## src/lmts_pkg.sv

```systemverilog
package lmts_pkg;

	// field and port widths
	localparam int CYCLES_W = 8;
	localparam int TICK_W   = 10;
	localparam int LINE_W   = 8;
	localparam int MODE_W   = 2;
	localparam int ADDR_W   = 4;
	localparam int DATA_W   = 32;

	// mode durations in ticks
	localparam logic [TICK_W-1:0] TICKS_OAM    = TICK_W'(80);
	localparam logic [TICK_W-1:0] TICKS_XFER   = TICK_W'(172);
	localparam logic [TICK_W-1:0] TICKS_HBLANK = TICK_W'(204);
	localparam logic [TICK_W-1:0] TICKS_LINE   = TICK_W'(456);

	// scanline landmarks
	localparam logic [LINE_W-1:0] FIRST_VBLANK = LINE_W'(144);
	localparam logic [LINE_W-1:0] LAST_LINE    = LINE_W'(153);

	// lcd modes as reported on the mode output
	typedef enum logic [MODE_W-1:0] {
		MODE_HBLANK = 2'd0,
		MODE_VBLANK = 2'd1,
		MODE_OAM    = 2'd2,
		MODE_XFER   = 2'd3
	} lcd_mode_t;

	// configuration register index (byte address / 4)
	typedef enum logic [1:0] {
		REG_HBLANK_IRQ_EN = 2'd0,
		REG_VBLANK_IRQ_EN = 2'd1,
		REG_OAM_IRQ_EN    = 2'd2
	} cfg_reg_t;

endpackage

```

## src/lcd_mode_timing_sequencer_core.sv

```systemverilog
// an accepted input beat passes through the input register, then the result register;
// one beat per cycle while the result channel is not stalled by out_ready
// the tick/mode/line state updates as each item leaves the input register,
// so the next item sees it with no stall
// reset: asynchronous, active low; mode goes to oam search, ticks and line to zero,
// interrupt enables cleared, both pipeline stages empty
module lcd_mode_timing_sequencer_core (
	input  logic                          clk,
	input  logic                          arst_n,
	// configuration port
	input  logic                          psel,
	input  logic                          penable,
	input  logic                          pwrite,
	input  logic [lmts_pkg::ADDR_W-1:0]   paddr,
	input  logic [lmts_pkg::DATA_W-1:0]   pwdata,
	output logic [lmts_pkg::DATA_W-1:0]   prdata,
	output logic                          pready,
	// input channel
	input  logic                          in_valid,
	output logic                          in_ready,
	input  logic [lmts_pkg::CYCLES_W-1:0] cycles,
	// result channel
	output logic                          out_valid,
	input  logic                          out_ready,
	output logic [lmts_pkg::MODE_W-1:0]   mode,
	output logic [lmts_pkg::LINE_W-1:0]   line,
	output logic                          vblank_irq,
	output logic                          stat_irq,
	output logic                          render_line,
	output logic                          frame_done
);
	import lmts_pkg::*;

	logic                hblank_irq_en_q;
	logic                vblank_irq_en_q;
	logic                oam_irq_en_q;

	logic                valid_s1;
	logic [CYCLES_W-1:0] cycles_s1;
	logic                advance;

	lcd_mode_t           mode_q;
	lcd_mode_t           mode_n;
	logic [TICK_W-1:0]   tick_q;
	logic [TICK_W-1:0]   tick_n;
	logic [LINE_W-1:0]   line_q;
	logic [LINE_W-1:0]   line_n;

	logic [TICK_W-1:0]   tick_sum;
	logic [LINE_W-1:0]   line_inc;
	logic                hit;
	logic                vbl_n;
	logic                stat_n;
	logic                render_n;

	logic                out_valid_q;
	lcd_mode_t           out_mode_q;
	logic [LINE_W-1:0]   out_line_q;
	logic                out_vbl_q;
	logic                out_stat_q;
	logic                out_render_q;
	logic                out_frame_q;

	// configuration writes and reads
	assign pready = 1'b1;

	always_ff @(posedge clk or negedge arst_n) begin
		if (!arst_n) begin
			hblank_irq_en_q <= 1'b0;
			vblank_irq_en_q <= 1'b0;
			oam_irq_en_q    <= 1'b0;
		end else if (psel && penable && pwrite) begin
			case (cfg_reg_t'(paddr[3:2]))
				REG_HBLANK_IRQ_EN: hblank_irq_en_q <= pwdata[0];
				REG_VBLANK_IRQ_EN: vblank_irq_en_q <= pwdata[0];
				REG_OAM_IRQ_EN:    oam_irq_en_q    <= pwdata[0];
				default: ;
			endcase
		end
	end

	always_comb begin
		case (cfg_reg_t'(paddr[3:2]))
			REG_HBLANK_IRQ_EN: prdata = {{(DATA_W-1){1'b0}}, hblank_irq_en_q};
			REG_VBLANK_IRQ_EN: prdata = {{(DATA_W-1){1'b0}}, vblank_irq_en_q};
			REG_OAM_IRQ_EN:    prdata = {{(DATA_W-1){1'b0}}, oam_irq_en_q};
			default:           prdata = '0;
		endcase
	end

	// handshake: stage 1 moves on whenever the result register is free
	assign advance  = valid_s1 && (!out_valid_q || out_ready);
	assign in_ready = !valid_s1 || advance;

	// input register
	always_ff @(posedge clk or negedge arst_n) begin
		if (!arst_n) begin
			valid_s1 <= 1'b0;
		end else if (in_ready) begin
			valid_s1 <= in_valid;
		end
	end

	always_ff @(posedge clk) begin
		if (in_valid && in_ready) begin
			cycles_s1 <= cycles;
		end
	end

	// tick sum and threshold compare for the current mode
	assign tick_sum = tick_q + TICK_W'(cycles_s1);
	assign line_inc = line_q + LINE_W'(1);

	always_comb begin
		case (mode_q)
			MODE_HBLANK: hit = (tick_sum >= TICKS_HBLANK);
			MODE_VBLANK: hit = (tick_sum >= TICKS_LINE);
			MODE_OAM:    hit = (tick_sum >= TICKS_OAM);
			MODE_XFER:   hit = (tick_sum >= TICKS_XFER);
			default:     hit = 1'b0;
		endcase
	end

	// next state
	always_comb begin
		mode_n = mode_q;
		line_n = line_q;
		tick_n = hit ? '0 : tick_sum;
		if (hit) begin
			case (mode_q)
				MODE_HBLANK: begin
					line_n = line_inc;
					mode_n = (line_inc >= FIRST_VBLANK) ? MODE_VBLANK : MODE_OAM;
				end
				MODE_VBLANK: begin
					if (line_inc > LAST_LINE) begin
						line_n = '0;
						mode_n = MODE_OAM;
					end else begin
						line_n = line_inc;
					end
				end
				MODE_OAM:  mode_n = MODE_XFER;
				MODE_XFER: mode_n = MODE_HBLANK;
				default:   mode_n = mode_q;
			endcase
		end
	end

	// event pulses
	always_comb begin
		vbl_n    = 1'b0;
		stat_n   = 1'b0;
		render_n = 1'b0;
		if (hit) begin
			case (mode_q)
				MODE_HBLANK: begin
					vbl_n  = (line_inc >= FIRST_VBLANK);
					stat_n = vbl_n ? vblank_irq_en_q : oam_irq_en_q;
				end
				MODE_VBLANK: stat_n = (line_inc > LAST_LINE) && oam_irq_en_q;
				MODE_XFER: begin
					stat_n   = hblank_irq_en_q;
					render_n = 1'b1;
				end
				default: ;
			endcase
		end
	end

	// timing state
	always_ff @(posedge clk or negedge arst_n) begin
		if (!arst_n) begin
			mode_q <= MODE_OAM;
			tick_q <= '0;
			line_q <= '0;
		end else if (advance) begin
			mode_q <= mode_n;
			tick_q <= tick_n;
			line_q <= line_n;
		end
	end

	// result register
	always_ff @(posedge clk or negedge arst_n) begin
		if (!arst_n) begin
			out_valid_q <= 1'b0;
		end else if (advance) begin
			out_valid_q <= 1'b1;
		end else if (out_ready) begin
			out_valid_q <= 1'b0;
		end
	end

	always_ff @(posedge clk) begin
		if (advance) begin
			out_mode_q   <= mode_n;
			out_line_q   <= line_n;
			out_vbl_q    <= vbl_n;
			out_stat_q   <= stat_n;
			out_render_q <= render_n;
			out_frame_q  <= vbl_n;
		end
	end

	assign out_valid   = out_valid_q;
	assign mode        = out_mode_q;
	assign line        = out_line_q;
	assign vblank_irq  = out_vbl_q;
	assign stat_irq    = out_stat_q;
	assign render_line = out_render_q;
	assign frame_done  = out_frame_q;

`ifndef SYNTHESIS
	// tick counter never rests at or beyond a full line
	a_tick_range: assert property (@(posedge clk) disable iff (!arst_n)
		tick_q < TICKS_LINE)
		else $error("tick counter out of range");

	// line counter stays within the frame
	a_line_range: assert property (@(posedge clk) disable iff (!arst_n)
		line_q <= LAST_LINE)
		else $error("line counter past last line");

	// frame done only on entry to vblank at the first vblank line
	a_frame_entry: assert property (@(posedge clk) disable iff (!arst_n)
		out_valid_q && out_frame_q |->
			out_vbl_q && out_mode_q == MODE_VBLANK && out_line_q == FIRST_VBLANK)
		else $error("frame done without vblank entry");

	// render pulse only on entry to hblank
	a_render_mode: assert property (@(posedge clk) disable iff (!arst_n)
		out_valid_q && out_render_q |-> out_mode_q == MODE_HBLANK)
		else $error("render pulse outside hblank entry");

	// state only moves when an item leaves the input register
	a_state_hold: assert property (@(posedge clk) disable iff (!arst_n)
		!advance |=> $stable(mode_q) && $stable(tick_q) && $stable(line_q))
		else $error("timing state changed without an item");
`endif

endmodule
```

## config.mk

```make
export PLATFORM = sky130hd
export DESIGN_NAME = lcd_mode_timing_sequencer_core
export DESIGN_NICKNAME = d
export VERILOG_FILES = /design/src/lmts_pkg.sv /design/src/lcd_mode_timing_sequencer_core.sv
export SDC_FILE = /design/constraint.sdc
export NUM_CORES = 1
export LEC_CHECK = 0
export BUFFER_PORTS_ARGS = -buffer_cell sky130_fd_sc_hd__buf_4
export CORE_ASPECT_RATIO = 1.1
export CORE_MARGIN = 2
export CORE_UTILIZATION = 46
export CTS_CLUSTER_SIZE = 16
export DETAILED_ROUTE_END_ITERATION = 12
export PLACE_DENSITY = 0.76
export SYNTH_ARGS = -nofsm -noshare
export SYNTH_HDL_FRONTEND = slang
export SYNTH_SLANG_ARGS = --single-unit
```

## constraint.sdc

```tcl
create_clock -name clk -period 2.79 [get_ports clk]
set_clock_uncertainty 0.05 [all_clocks]
set_input_delay 0.558 -clock clk [delete_from_list [all_inputs] [get_ports clk]]
set_output_delay 0.558 -clock clk [all_outputs]
set_load 0.02 [all_outputs]
```

Word-level counts from Yosys, hierarchy flattened
Index checks and enable logic that the tools add are counted.

word-level totals
  bits in registers = 46
  output and inout port bits = 49

cells by class
  add/sub/neg operators = 2
  magnitude comparators = 6
  equal/unequal tests = 5
  mux-type cells = 15
  reduce and logical (&&, ||, !) cells = 16

operator list
  operator             number
  $ge 10x8->1 const B  2
  $mux 8               2
  $pmux 8 s2           1
  $add 10x8->10        1
  $ge 10x7->1 const B  1
  $ge 10x9->1 const B  1
  $mux 10              1
  $add 8x1->8 const B  1
  $ge 8x8->1 const B   1
  $gt 8x8->1 const B   1
  $pmux 2 s4           1
  $reduce_and 2->1     4
  $eq 2x2->1 const B   3
  $mux 2               3
  $pmux 1 s3           2
  $logic_and 1x1->1    5
  $eq 2x1->1 const B   2
  $logic_not 2->1      2
  $mux 1               4
  $pmux 1 s4           1
  $logic_not 1->1      2
  $logic_or 1x1->1     2
  $reduce_bool 2->1    1

Longest topological paths before layout
  depth after elaboration = 5
  gate-level depth with buffers = 11

Worst setup path after synthesis
Ideal clock, no wire load.

  path kind = register to register
  from = register cycles_s1[0]
  to = register out_mode_q[0], in the netlist mode[0], data pin
  library setup time = 0.254 ns
  arrival time = 2.689 ns
  data required time = 2.486 ns
  slack = -0.203 ns
  stages on the path, launching flop included = 12
  path buffers = 1
  period minus slack after synthesis = 2.993 ns
  cells stage by stage = edfxtp_1 > ha_1 > fa_1 > nand3_1 > a21oi_1 > nor3_1 > xor2_1 > nand2_1 > or4_1 > and3b_1 > buf_6 > a21o_1

on the way
  cells in the longest elaborated chain, start to end = 4

ends and longest elaborated chain
  what                                 RTL line                               text
  start, declared                      lcd_mode_timing_sequencer_core.sv:39   logic [CYCLES_W-1:0] cycles_s1;
  start signal, assigned               lcd_mode_timing_sequencer_core.sv:106  cycles_s1 <= cycles;
  $add 10x8->10 (*)                    lcd_mode_timing_sequencer_core.sv:111  assign tick_sum = tick_q + TICK_W'(cycles_s1);
  $ge 10x8->1 (tied with other cells)  lcd_mode_timing_sequencer_core.sv:119  MODE_XFER: hit = (tick_sum >= TICKS_XFER);
  $pmux 1 s4 (*)                       lcd_mode_timing_sequencer_core.sv:115  case (mode_q)
  $mux 2 (*)                           lcd_mode_timing_sequencer_core.sv:129  if (hit) begin
  net mode_n[0]                        lcd_mode_timing_sequencer_core.sv:43   lcd_mode_t mode_n;
  end signal, assigned                 lcd_mode_timing_sequencer_core.sv:197  out_mode_q <= mode_n;
  end, declared                        lcd_mode_timing_sequencer_core.sv:57   lcd_mode_t out_mode_q;

The timed path passes the listed nets; every way through them passes the cells marked *.
A chain may end at the register's enable or synchronous reset.

Worst setup path in the final report
  from = register tick_q[1]
  to = register line_q[5]

on the way
  cells in the longest elaborated chain, start to end = 4

ends and longest elaborated chain
  what                                 RTL line                               text
  start, declared                      lcd_mode_timing_sequencer_core.sv:44   logic [TICK_W-1:0] tick_q;
  start signal, assigned               lcd_mode_timing_sequencer_core.sv:179  tick_q <= tick_n;
  $add 10x8->10 (*)                    lcd_mode_timing_sequencer_core.sv:111
  $ge 10x8->1 (tied with other cells)  lcd_mode_timing_sequencer_core.sv:119
  $pmux 1 s4 (*)                       lcd_mode_timing_sequencer_core.sv:115
  $mux 8 (*)                           lcd_mode_timing_sequencer_core.sv:129
  end signal, assigned                 lcd_mode_timing_sequencer_core.sv:180  line_q <= line_n;
  end, declared                        lcd_mode_timing_sequencer_core.sv:46   logic [LINE_W-1:0] line_q;

Mark *: on every way between the ends. The rest lies on a longest branch, timed or not.

==> out/metrics.csv <==
metric,value,unit
"Min Clock Period, post-route",3.12,ns
Max Freq,320,MHz
antenna-violating nets left,0,
Max-slew headroom,62.4,%
Post-Route Utilization,60.1,%
H-tree depth,2,
Initial Utilization,47.0,%
multi-input logic area,1770,um2
critical path type,reg2reg,
Seq pwr share,25.2,%
Ports,100,
"Req. time, crit path",2.93,ns
Antenna diodes,0,
final WL,7.12,mm
largest net degree at the start of global routing,26,
Fillers,533,
Via density,5.54,
Core Area,6520,um2
Worst-path clk slew,0.09,ns
async set-reset flop share out of synthesis,54.3,%
CTS tree,done,
Psw,0.00172,W
gr usage total,18.4,%
Num CTS Buffers,5,
clk buf depth,2,
clock sinks,46,
Die Span X,81.8,um
"commonest non-fill, non-tap cell in the layout",buf_4,
Internal Pwr Total,0.00239,W
Synth Flop Type,dfrtp_1,
leakage power total,1.73,nW
final hold violation count,0,
status,"finished, violations left",
Mapped Area,3060,um2
Peak VDD IR,0.000484,V
unrepaired setup endpoints after global routing,yes,
Arrival @ worst endpoint,3.26,ns
initial antenna violation count,0,
Clk Tree Root Cell,clkbuf_8,
sequential element share of the synthesized area,41.1,%
most frequent cells in the layout,"69 x buf_4, 32 x conb_1, 30 x nand2_1, 24 x dfrtp_1, 21 x edfxtp_1",
First-pass DRT Iterations,4,
crit start category,register,
DR iter-0 viols,187,
fin crit share,112,%
cts hold-fix bufs,0,
max-slew violation count,0,
HP Class,in2async,
clock share of power,12.2,%
failing checks,setup timing,
PwrDens,1050,nW/um2
YS warnings,0,
average wire per standard cell,15.2,um
area taken by flip-flops and latches,1260,um2
max_cap viols,0,
Clock Latency Late Sink,0.31,ns
gr ovfl total,0,
Cell variety after synth,62,
vias in the first global route,2257,
Design Power,0.00412,W
Die Ht,89.5,um
Final nets,447,
"flops & latches, synth",46,
Final Worst Setup Slack,-0.330,ns
Sw Ratio,41.8,%
Die Area,7320,um2
num rows,31,
I/O Buffers,34,
CP Capture Type,register,
via count,2594,
crit path max fanout,5,
# DRC,0,
Gate power share,62.6,%
Area Growth Syn to Fin,27.9,%
global placement routability congestion,0.840,
dpl hpwl,4.62,mm
global-route wire length before repair,10.3,mm
share of cells above drive strength 1,36.0,%
Mapped Cells,316,
final setup fails,30,
Post-synth EDFFs,21,
flop-to-flop setup slack,-0.33,ns
Mean Syn Cell Area,9.68,um2
Worst-Margin Slew,0.564,ns
## worst max-delay path: stages (launching register included)
cell and delay (ns):
dfrtp_1 0.41, ha_1 0.30, a211o_1 0.36, buf_6 0.14, a211oi_1 0.26, o211ai_1 0.23, buf_4 0.21, nor3_4 0.22
buf_6 0.15, o211ai_4 0.13, buf_4 0.19, o31ai_2 0.24, o31ai_1 0.11
## through the flow
step	setup TNS (ns)	cell area [um2]	instances	hold slack, ns	setup WS [ns]
2_1_floorplan	-0.638	3190	346	0.212	-0.0984
3_3_place_gp	-5.19	3490	450	0.425	-0.263
3_5_place_dp	-6.01	3490	450	0.444	-0.324
4_1_cts	-4.76	3670	460	0.107	-0.213
5_1_grt	-12.47	3920	468	0.112	-0.507
6_report	-7.66	3920	468	0.0941	-0.330
## flip-flops by register name, indices dropped and copies added (netlist names), 2 cells and up
register	count
cycles_s1	8
line	8
line_q	8
mode	2
mode_q	2
tick_q	10
## power groups by stage
stage	clock network (W)	registers [W]	logic, W
after floorplan	0	0.00105	0.00122
after global placement	0	0.00103	0.00185
after detailed placement	0	0.00104	0.00189
after CTS	0.000510	0.00103	0.00203
after global routing	0.000532	0.00105	0.00277
final	0.000503	0.00104	0.00258
## layer usage
| layer | up-vias | track usage, % | share of wire (%) |
|---|---|---|---|
| met5 | - | 0 | 0 |
| met1 | 1257 | 24.4 | 43 |
| li1 | 1226 | - | - |
| met2 | 96 | 30.5 | 50 |
| met4 | 0 | 5.76 | 2.1 |
| met3 | 15 | 3.23 | 5.6 |
## Yosys cell counts (2+ instances only)
| cell type | count | area (um2) |
|---|---|---|
| a211o_1 | 3 | 26.3 |
| a211oi_1 | 3 | 22.5 |
| a21boi_0 | 2 | 15.0 |
| a21o_1 | 6 | 45.0 |
| a21oi_1 | 8 | 40.0 |
| and2_1 | 5 | 31.3 |
| and3_1 | 6 | 37.5 |
| buf_2 | 3 | 15.0 |
| buf_4 | 33 | 248 |
| buf_6 | 3 | 33.8 |
| clkbuf_1 | 7 | 26.3 |
| conb_1 | 2 | 7.51 |
| dfrtp_1 | 24 | 601 |
| edfxtp_1 | 21 | 631 |
| ha_1 | 10 | 125 |
| inv_1 | 6 | 22.5 |
| mux2_2 | 3 | 33.8 |
| nand2_1 | 32 | 120 |
| nand2b_1 | 8 | 50.1 |
| nand3_1 | 9 | 45.0 |
| nand3b_1 | 2 | 15.0 |
| nor2_1 | 12 | 45.0 |
| nor2b_1 | 5 | 31.3 |
| nor3_1 | 5 | 25.0 |
| nor3b_1 | 2 | 15.0 |
| o211a_1 | 3 | 30.0 |
| o211ai_1 | 3 | 22.5 |
| o21a_1 | 2 | 15.0 |
| o21ai_0 | 28 | 140 |
| o31ai_1 | 16 | 120 |
| o31ai_2 | 2 | 25.0 |
| o32ai_1 | 2 | 17.5 |
| o41ai_1 | 2 | 17.5 |
| or2_2 | 3 | 18.8 |
| or3_1 | 2 | 12.5 |
| xnor2_1 | 5 | 43.8 |
| xor2_1 | 3 | 26.3 |
## timing repair
| action | 4_1_cts | 5_1_grt |
|---|---|---|
| setup endpoints to repair | 30 | 30 |
| gates cloned | 0 | 2 |
| gates resized for setup | 17 | 55 |
| pin swaps | 3 | 18 |
| setup buffers | 2 | 6 |
## final cells by class
| class | instances | share of cell area (%) |
|---|---|---|
| sequential | 46 | 32.1 |
| timing repair buffer | 79 | 16.7 |
| multi-input combinational | 246 | 45.1 |
| tap | 82 | 2.62 |
| inverter | 7 | 0.671 |
| clock inverter | 2 | 0.959 |
| clock buffer | 6 | 1.85 |
## worst paths after layout
check	to	depth (start not counted)	startpoint
worst max-delay path	line_q[5]	12	tick_q[1]
worst min-delay path	line_q[3]	1	arst_n
worst max register to register	line_q[5]	12	tick_q[1]
worst min register to register	tick_q[6]	2	tick_q[6]
max in group asynchronous	mode_q[1]	1	arst_n
min in group clk	cycles_s1[6]	1	cycles[6]
## kinds of logic after synthesis
logic type | after synthesis | share of synthesized area (%)
DFF | 46 | 41.1
buffers and inverters | 54 | 11.5
other | 2 | 0.245
AOI/OAI and AO/OA | 92 | 21.6
muxes | 4 | 1.43
adders and majority gates | 11 | 4.74
and+or+nand+nor | 98 | 16.5
xor gates and xnor gates | 9 | 2.82
No activity file was read; power rests on OpenSTA's default activity.
